===== src/hdl/fcssl_pkg.sv =====
package fcssl_pkg;

	localparam int NUM_CH   = 4;
	localparam int CH_IDX_W = $clog2(NUM_CH);
	localparam int OFF_W    = 15;
	localparam int DUTY_W   = 14;
	localparam int STEP_W   = 7;
	localparam int SLEW_W   = 16;
	localparam int TGT_W    = 17;
	localparam int MASK_W   = 4;
	localparam int ADDR_W   = 5;
	localparam int DATA_W   = 32;

	localparam logic signed [OFF_W-1:0] INVALID_MARK = 15'sd10000;
	localparam logic [DUTY_W-1:0] DUTY_MIN     = 14'd500;
	localparam logic [DUTY_W-1:0] DUTY_MAX     = 14'd9500;
	localparam logic [DUTY_W-1:0] CENTER_RESET = 14'd4500;
	localparam logic [STEP_W-1:0] STEP_RESET   = 7'd55;

	typedef enum logic [2:0] {
		REG_CENTER0 = 3'd0,
		REG_CENTER1 = 3'd1,
		REG_CENTER2 = 3'd2,
		REG_CENTER3 = 3'd3,
		REG_INVERT  = 3'd4,
		REG_STEP    = 3'd5
	} reg_idx_t;

	typedef struct packed {
		logic [DUTY_W-1:0] center;
		logic              invert;
		logic [STEP_W-1:0] step;
	} lane_cfg_t;

	typedef struct packed {
		logic              mark;
		logic [DUTY_W-1:0] duty;
		logic [DUTY_W-1:0] duty_next;
	} lane_stat_t;

endpackage


===== src/hdl/fcssl_lane.sv =====
module fcssl_lane (
	input  logic                                clk,
	input  logic                                arst_n,
	input  logic signed [fcssl_pkg::OFF_W-1:0]  offset,
	input  fcssl_pkg::lane_cfg_t                cfg,
	input  logic                                upd,
	output fcssl_pkg::lane_stat_t               stat
);
	import fcssl_pkg::*;

	localparam logic signed [TGT_W-1:0] LO = TGT_W'(DUTY_MIN);
	localparam logic signed [TGT_W-1:0] HI = TGT_W'(DUTY_MAX);

	logic signed [SLEW_W-1:0] slewed_q;
	logic        [DUTY_W-1:0] driven_q;

	logic signed [TGT_W-1:0] off_x, center_x, step_x, target, last, next;
	logic signed [TGT_W:0]   diff_up, diff_dn;
	logic        [DUTY_W-1:0] duty_c;

	always_comb begin
		off_x    = TGT_W'(offset);
		center_x = $signed({{(TGT_W-DUTY_W){1'b0}}, cfg.center});
		step_x   = $signed({{(TGT_W-STEP_W){1'b0}}, cfg.step});
		target   = cfg.invert ? (center_x - off_x) : (center_x + off_x);
		// zero slewed value restarts from the driven duty
		if (slewed_q == '0) begin
			last = $signed({{(TGT_W-DUTY_W){1'b0}}, driven_q});
		end else begin
			last = TGT_W'(slewed_q);
		end
		diff_up = (TGT_W+1)'(target) - (TGT_W+1)'(last);
		diff_dn = (TGT_W+1)'(last) - (TGT_W+1)'(target);
		if (diff_up > (TGT_W+1)'(step_x)) begin
			next = last + step_x;
		end else if (diff_dn > (TGT_W+1)'(step_x)) begin
			next = last - step_x;
		end else begin
			next = target;
		end
		if (next < LO) begin
			duty_c = DUTY_MIN;
		end else if (next > HI) begin
			duty_c = DUTY_MAX;
		end else begin
			duty_c = next[DUTY_W-1:0];
		end
	end

	always_ff @(posedge clk or negedge arst_n) begin
		if (!arst_n) begin
			slewed_q <= '0;
			driven_q <= CENTER_RESET;
		end else if (upd) begin
			slewed_q <= next[SLEW_W-1:0];
			driven_q <= duty_c;
		end
	end

	assign stat.mark      = (offset == INVALID_MARK);
	assign stat.duty      = driven_q;
	assign stat.duty_next = duty_c;

`ifndef SYNTHESIS
	a_driven_range: assert property (@(posedge clk) disable iff (!arst_n)
		upd |=> (driven_q >= DUTY_MIN) && (driven_q <= DUTY_MAX))
		else $error("driven duty left clamp range");

	a_hold_state: assert property (@(posedge clk) disable iff (!arst_n)
		!upd |=> $stable(slewed_q) && $stable(driven_q))
		else $error("lane state moved without update");

	a_zero_step: assert property (@(posedge clk) disable iff (!arst_n)
		(upd && (cfg.step == '0)) |=> (slewed_q == $past(last[SLEW_W-1:0])))
		else $error("zero step moved the slewed value");
`endif

endmodule


===== src/hdl/fcssl_merge.sv =====
module fcssl_merge (
	input  logic                              clk,
	input  logic                              arst_n,
	input  logic                              in_valid,
	output logic                              in_ready,
	input  fcssl_pkg::lane_stat_t             stat [fcssl_pkg::NUM_CH],
	output logic                              upd,
	output logic                              out_valid,
	input  logic                              out_ready,
	output logic [fcssl_pkg::DUTY_W-1:0]      duty [fcssl_pkg::NUM_CH],
	output logic                              updated
);
	import fcssl_pkg::*;

	logic              valid_s1;
	logic              updated_s1;
	logic [DUTY_W-1:0] duty_s1 [NUM_CH];
	logic              mark_any;
	logic              in_fire;

	always_comb begin
		mark_any = 1'b0;
		for (int c = 0; c < NUM_CH; c++) begin
			mark_any = mark_any | stat[c].mark;
		end
	end

	assign in_ready = !valid_s1 || out_ready;
	assign in_fire  = in_valid && in_ready;
	assign upd      = in_fire && !mark_any;

	always_ff @(posedge clk or negedge arst_n) begin
		if (!arst_n) begin
			valid_s1 <= 1'b0;
		end else if (in_ready) begin
			valid_s1 <= in_valid;
		end
	end

	always_ff @(posedge clk) begin
		if (in_fire) begin
			for (int c = 0; c < NUM_CH; c++) begin
				duty_s1[c] <= mark_any ? stat[c].duty : stat[c].duty_next;
			end
			updated_s1 <= !mark_any;
		end
	end

	assign out_valid = valid_s1;
	assign duty      = duty_s1;
	assign updated   = updated_s1;

`ifndef SYNTHESIS
	a_held_beat: assert property (@(posedge clk) disable iff (!arst_n)
		(in_fire && mark_any) |=> (out_valid && !updated))
		else $error("held frame not flagged as held");

	a_result_follows: assert property (@(posedge clk) disable iff (!arst_n)
		in_fire |=> out_valid)
		else $error("accepted beat produced no result");

	a_no_stray_update: assert property (@(posedge clk) disable iff (!arst_n)
		!in_fire |-> !upd)
		else $error("lane update without accepted beat");
`endif

endmodule


===== src/hdl/four_channel_servo_slew_limiter.sv =====
// Four-channel servo slew limiter with output clamp.
//
// Input channel (in_valid/in_ready) carries one beat per frame: four signed
// offsets. An offset equal to 10000 on any channel marks the frame invalid;
// the beat then returns the last driven duties with updated=0 and no state
// changes. Otherwise each lane builds center +/- offset, limits the move
// against its last slewed value by max_step, clamps to 500..9500 and drives.
// Output channel (out_valid/out_ready) returns exactly one beat per input.
// The result appears in the cycle after acceptance, from an output
// register. Throughput: one beat per cycle while out_ready stays high; the
// four lanes work in parallel and the lane state loop (add, compare, select)
// is combinational. When the receiver stalls the output register holds
// and in_ready drops only while a result waits and out_ready is low.
// Reset (arst_n low): centers go to 4500, invert_mask to 0, max_step to 55,
// slewed values to zero, driven duties to 4500, the output goes empty.
// APB registers at 4*i: center_ch0..3, invert_mask, max_step. Write them
// only while no beat is in flight.
module four_channel_servo_slew_limiter (
	input  logic                                 clk,
	input  logic                                 arst_n,
	input  logic                                 psel,
	input  logic                                 penable,
	input  logic                                 pwrite,
	input  logic [fcssl_pkg::ADDR_W-1:0]         paddr,
	input  logic [fcssl_pkg::DATA_W-1:0]         pwdata,
	output logic [fcssl_pkg::DATA_W-1:0]         prdata,
	output logic                                 pready,
	input  logic                                 in_valid,
	output logic                                 in_ready,
	input  logic signed [fcssl_pkg::OFF_W-1:0]   offset_ch0,
	input  logic signed [fcssl_pkg::OFF_W-1:0]   offset_ch1,
	input  logic signed [fcssl_pkg::OFF_W-1:0]   offset_ch2,
	input  logic signed [fcssl_pkg::OFF_W-1:0]   offset_ch3,
	output logic                                 out_valid,
	input  logic                                 out_ready,
	output logic [fcssl_pkg::DUTY_W-1:0]         duty_ch0,
	output logic [fcssl_pkg::DUTY_W-1:0]         duty_ch1,
	output logic [fcssl_pkg::DUTY_W-1:0]         duty_ch2,
	output logic [fcssl_pkg::DUTY_W-1:0]         duty_ch3,
	output logic                                 updated
);
	import fcssl_pkg::*;

	// config registers
	logic [DUTY_W-1:0] center_q [NUM_CH];
	logic [MASK_W-1:0] invert_q;
	logic [STEP_W-1:0] step_q;

	logic [2:0] reg_idx;
	logic       wr_en;

	assign reg_idx = paddr[ADDR_W-1:2];
	assign wr_en   = psel && penable && pwrite;
	assign pready  = 1'b1;

	always_ff @(posedge clk or negedge arst_n) begin
		if (!arst_n) begin
			for (int c = 0; c < NUM_CH; c++) begin
				center_q[c] <= CENTER_RESET;
			end
			invert_q <= '0;
			step_q   <= STEP_RESET;
		end else if (wr_en) begin
			case (reg_idx)
				REG_INVERT: invert_q <= pwdata[MASK_W-1:0];
				REG_STEP:   step_q   <= pwdata[STEP_W-1:0];
				default: begin
					if (reg_idx inside {[REG_CENTER0:REG_CENTER3]}) begin
						center_q[reg_idx[CH_IDX_W-1:0]] <= pwdata[DUTY_W-1:0];
					end
				end
			endcase
		end
	end

	always_comb begin
		case (reg_idx)
			REG_INVERT: prdata = DATA_W'(invert_q);
			REG_STEP:   prdata = DATA_W'(step_q);
			default: begin
				if (reg_idx inside {[REG_CENTER0:REG_CENTER3]}) begin
					prdata = DATA_W'(center_q[reg_idx[CH_IDX_W-1:0]]);
				end else begin
					prdata = '0;
				end
			end
		endcase
	end

	// lanes
	logic signed [OFF_W-1:0] offs [NUM_CH];
	lane_cfg_t               lcfg [NUM_CH];
	lane_stat_t              lstat [NUM_CH];
	logic                    upd;
	logic [DUTY_W-1:0]       duty [NUM_CH];

	assign offs[0] = offset_ch0;
	assign offs[1] = offset_ch1;
	assign offs[2] = offset_ch2;
	assign offs[3] = offset_ch3;

	for (genvar c = 0; c < NUM_CH; c++) begin : g_lane
		assign lcfg[c].center = center_q[c];
		assign lcfg[c].invert = invert_q[c];
		assign lcfg[c].step   = step_q;

		fcssl_lane u_lane (
			.clk    (clk),
			.arst_n (arst_n),
			.offset (offs[c]),
			.cfg    (lcfg[c]),
			.upd    (upd),
			.stat   (lstat[c])
		);
	end

	// frame check and output register
	fcssl_merge u_merge (
		.clk       (clk),
		.arst_n    (arst_n),
		.in_valid  (in_valid),
		.in_ready  (in_ready),
		.stat      (lstat),
		.upd       (upd),
		.out_valid (out_valid),
		.out_ready (out_ready),
		.duty      (duty),
		.updated   (updated)
	);

	assign duty_ch0 = duty[0];
	assign duty_ch1 = duty[1];
	assign duty_ch2 = duty[2];
	assign duty_ch3 = duty[3];

endmodule


===== config.mk =====
export PLATFORM = sky130hd
export DESIGN_NAME = four_channel_servo_slew_limiter
export DESIGN_NICKNAME = d
export VERILOG_FILES = /design/src/hdl/fcssl_pkg.sv /design/src/hdl/fcssl_lane.sv /design/src/hdl/fcssl_merge.sv /design/src/hdl/four_channel_servo_slew_limiter.sv
export SDC_FILE = /design/constraint.sdc
export NUM_CORES = 1
export LEC_CHECK = 0
export BUFFER_PORTS_ARGS = -buffer_cell sky130_fd_sc_hd__buf_2
export CORE_AREA = 2 2 238 240
export CTS_CLUSTER_DIAMETER = 80
export CTS_CLUSTER_SIZE = 16
export DETAILED_ROUTE_END_ITERATION = 8
export DIE_AREA = 0 0 240 242
export PLACE_DENSITY = 0.72
export SLEW_MARGIN = 20
export SYNTH_ARGS = -nofsm -noshare
export SYNTH_HDL_FRONTEND = slang
export SYNTH_SLANG_ARGS = --single-unit

===== constraint.sdc =====
create_clock -name clk -period 11.6 [get_ports clk]
set_input_delay 3.48 -clock clk [delete_from_list [all_inputs] [get_ports clk]]
set_output_delay 3.48 -clock clk [all_outputs]
set_load 0.01 [all_outputs]

==> qor.csv <==
metric,value,unit
worst reg2reg path endpoint,u_merge.duty[30],
Chip Width,240,microns
placer congestion estimate,0.948,
CTS Buf Count,19,
PortBufs,156,
Final Routed Wirelength,82.8,mm
ys async rst share,76.7,%
clock skew,22.0,ps
Yosys top cell area share,13.0,%
"CTS clk-pin slew, worst paths",70,ps
critical path's slowest cell,o311ai_0,
# IOs,196,
worst min-delay path category,reg -> reg,
worst endpoint data arrival time,11210,ps
crit-path max cell delay,650,ps
R2R Setup Slk,3400,ps
most frequent cells in the layout,"nor2_1 (298), nand2_1 (298), ha_1 (276), a21oi_1 (236), o21ai_0 (228)",
Initial Utilization,49.5,%
DR WL met3,5.49,mm
top sig layer,met5,
Synth area leader,dfrtp_1,
Final Cycle Share,94.7,%
GRT Residual Overflow,0,
DRC Markers,0,
"delay-heaviest family, CP",compound AO/OA/AOI/OAI gates,
clock root buffer,clkbuf_16,
cell repeated most along the worst path,a21oi_1,
critical path depth,34,
utilization after layout,53.5,%
HPWL Detailed,65.4,mm
CP Capture Type,flop,
row count,87,
Tmin final,10980,ps
P&R area growth vs syn,7.92,%
H-tree levels,1,
FF-to-FF Start,invert_q[1],
Worst Reg-to-Reg Cells,28,
vias in the first global route,23900,
layout cells sized above 1,13.4,%
met1 wire length,36.8,mm
Skew-Pair Late Insertion Delay,540,ps
cell area after synthesis,27600,sq um
DR vias,26000,
first-pass GRT wire length,131,mm
area of the die,58100,sq um
Slew headroom,27.2,%
DRT iter0 DRCs,2332,
gr usage total,27.9,%
final setup vio count,0,
startpoint type of the worst setup path,input pin,
status,completed,
Final #Nets,3915,
Worst Max-Slew Pin Slew,1090,ps
CTS tree,built,
Gate Count Post-Synth,3421,
Post-synth EDFFs,57,
Slew Limit Fails,0,
CTS max path bufs,3,
drt first pass iters,7,
post-synthesis sequential area ratio,23.4,%
antenna violations before repair,8,
Routed wire per std cell,19.3,microns
worst path bufs/invs,7,
Num Clock Sinks,245,
WL met2,37.9,mm
syn_area_per_cell,8.07,sq um
Vias/cell,6.06,
"Top FF cell, synth",dfrtp_1,
largest net degree at the start of global routing,119,
Fmax achieved,91.0,MHz
Area contributors post-synth,"dfrtp_1 (13%), ha_1 (13%), edfxtp_1 (6.2%)",
Seq cells post-synth,245,
max cap viols,0,
CP required,11820,ps
Synthesis Warnings,0,
CORE AREA,55700,sq um
CP Class,in -> reg,
Crit Path Max Fanout,12,
setup_tns,0,ps
ANT nets after route,0,
CP Capture Point,u_merge.duty[30],
critical path launch point,offset_ch1[0],
Netlist cell types,117,
Final Hold Vio Count,0,
hold_buf cts,0,
die height,242,microns
## tightest hold or removal path, delay by kind of cell (launching register included)
| family | cells | cell delay, ps |
|---|---|---|
| AOI/OAI and AO/OA | 1 | 60 |
| and+or+nand+nor | 1 | 40 |
| DFF | 1 | 380 |
## worst min-delay path by stage
stage	from	to	slack (ps)	depth (start not counted)
final	g_lane[1].u_lane.driven_q[12]	g_lane[1].u_lane.driven_q[12]	500	2
after global placement	g_lane[2].u_lane.driven_q[12]	g_lane[2].u_lane.driven_q[12]	480	2
after floorplan	g_lane[0].u_lane.driven_q[12]	g_lane[0].u_lane.driven_q[12]	470	2
after global routing	g_lane[3].u_lane.driven_q[12]	g_lane[3].u_lane.driven_q[12]	530	2
after detailed placement	g_lane[1].u_lane.driven_q[13]	g_lane[1].u_lane.driven_q[13]	490	2
after CTS	g_lane[1].u_lane.driven_q[12]	g_lane[1].u_lane.driven_q[12]	500	2
## cells by family (layout without fill, tap and decap cells)
group | after synthesis | count (layout) | share of synthesized area, %
buf+inv | 400 | 490 | 5.93
mux | 125 | 125 | 5.44
xor+xnor | 191 | 191 | 6.06
fa+ha+maj | 296 | 296 | 14.0
compound gates | 1039 | 1039 | 25.3
flops | 245 | 245 | 23.4
other cells | 2 | 24 | 0.0272
simple gates | 1123 | 1123 | 19.8
## sequential cells by signal (all words and copies together) (netlist names)
signal                  cells
center_q                   56
g_lane.u_lane.driven_q     56
g_lane.u_lane.slewed_q     64
invert_q                    4
step_q                      7
u_merge.duty               56
u_merge.out_valid           1
u_merge.updated             1
## cells in the mapped netlist, types with 60 or more instances
| cell | number |
|---|---|
| ha_1 | 276 |
| xnor2_1 | 155 |
| mux2_2 | 86 |
| nand3_1 | 73 |
| nand2_1 | 299 |
| a21oi_1 | 236 |
| dfrtp_1 | 143 |
| o21ai_0 | 228 |
| clkbuf_1 | 116 |
| a21o_1 | 80 |
| nor3_1 | 96 |
| nor2b_1 | 60 |
| nor2_1 | 298 |
| inv_1 | 227 |
## final cells by class
type | instances | area, sq um
fillers | 5364 | 25900
flip-flops and latches | 245 | 6470
inverters | 231 | 867
diodes | 5 | 12.5
multi-input cells | 2793 | 19600
clock buffers | 32 | 546
repair buffers | 225 | 1310
well taps | 756 | 946
clock inverters | 2 | 17.5
## timing repair
item                                    CTS  global route
gates resized for setup                   0             3
setup buffers                             0             3
endpoints found under the setup margin    0             7
## layer usage
layer  up-vias  global-route usage (%)
met3       144                    3.17
li1      12600                       -
met5         -                       0
met1     12300                    39.0
met4         6                    9.52
met2       922                    44.7
## stage by stage
stage          instances  cell area [sq um]  hold slack (ps)  setup slack (ps)
3_5_place_dp        4247              29200              493               197
2_1_floorplan       3438              27700              468              1380
3_3_place_gp        4247              29200              477               227
5_1_grt             4287              29800              531             -1.15
6_report            4289              29800              496               615
4_1_cts             4281              29700              503               715
Power is not shown: default switching activity piles up to over one toggle a cycle in this logic, so the estimate is an artifact.
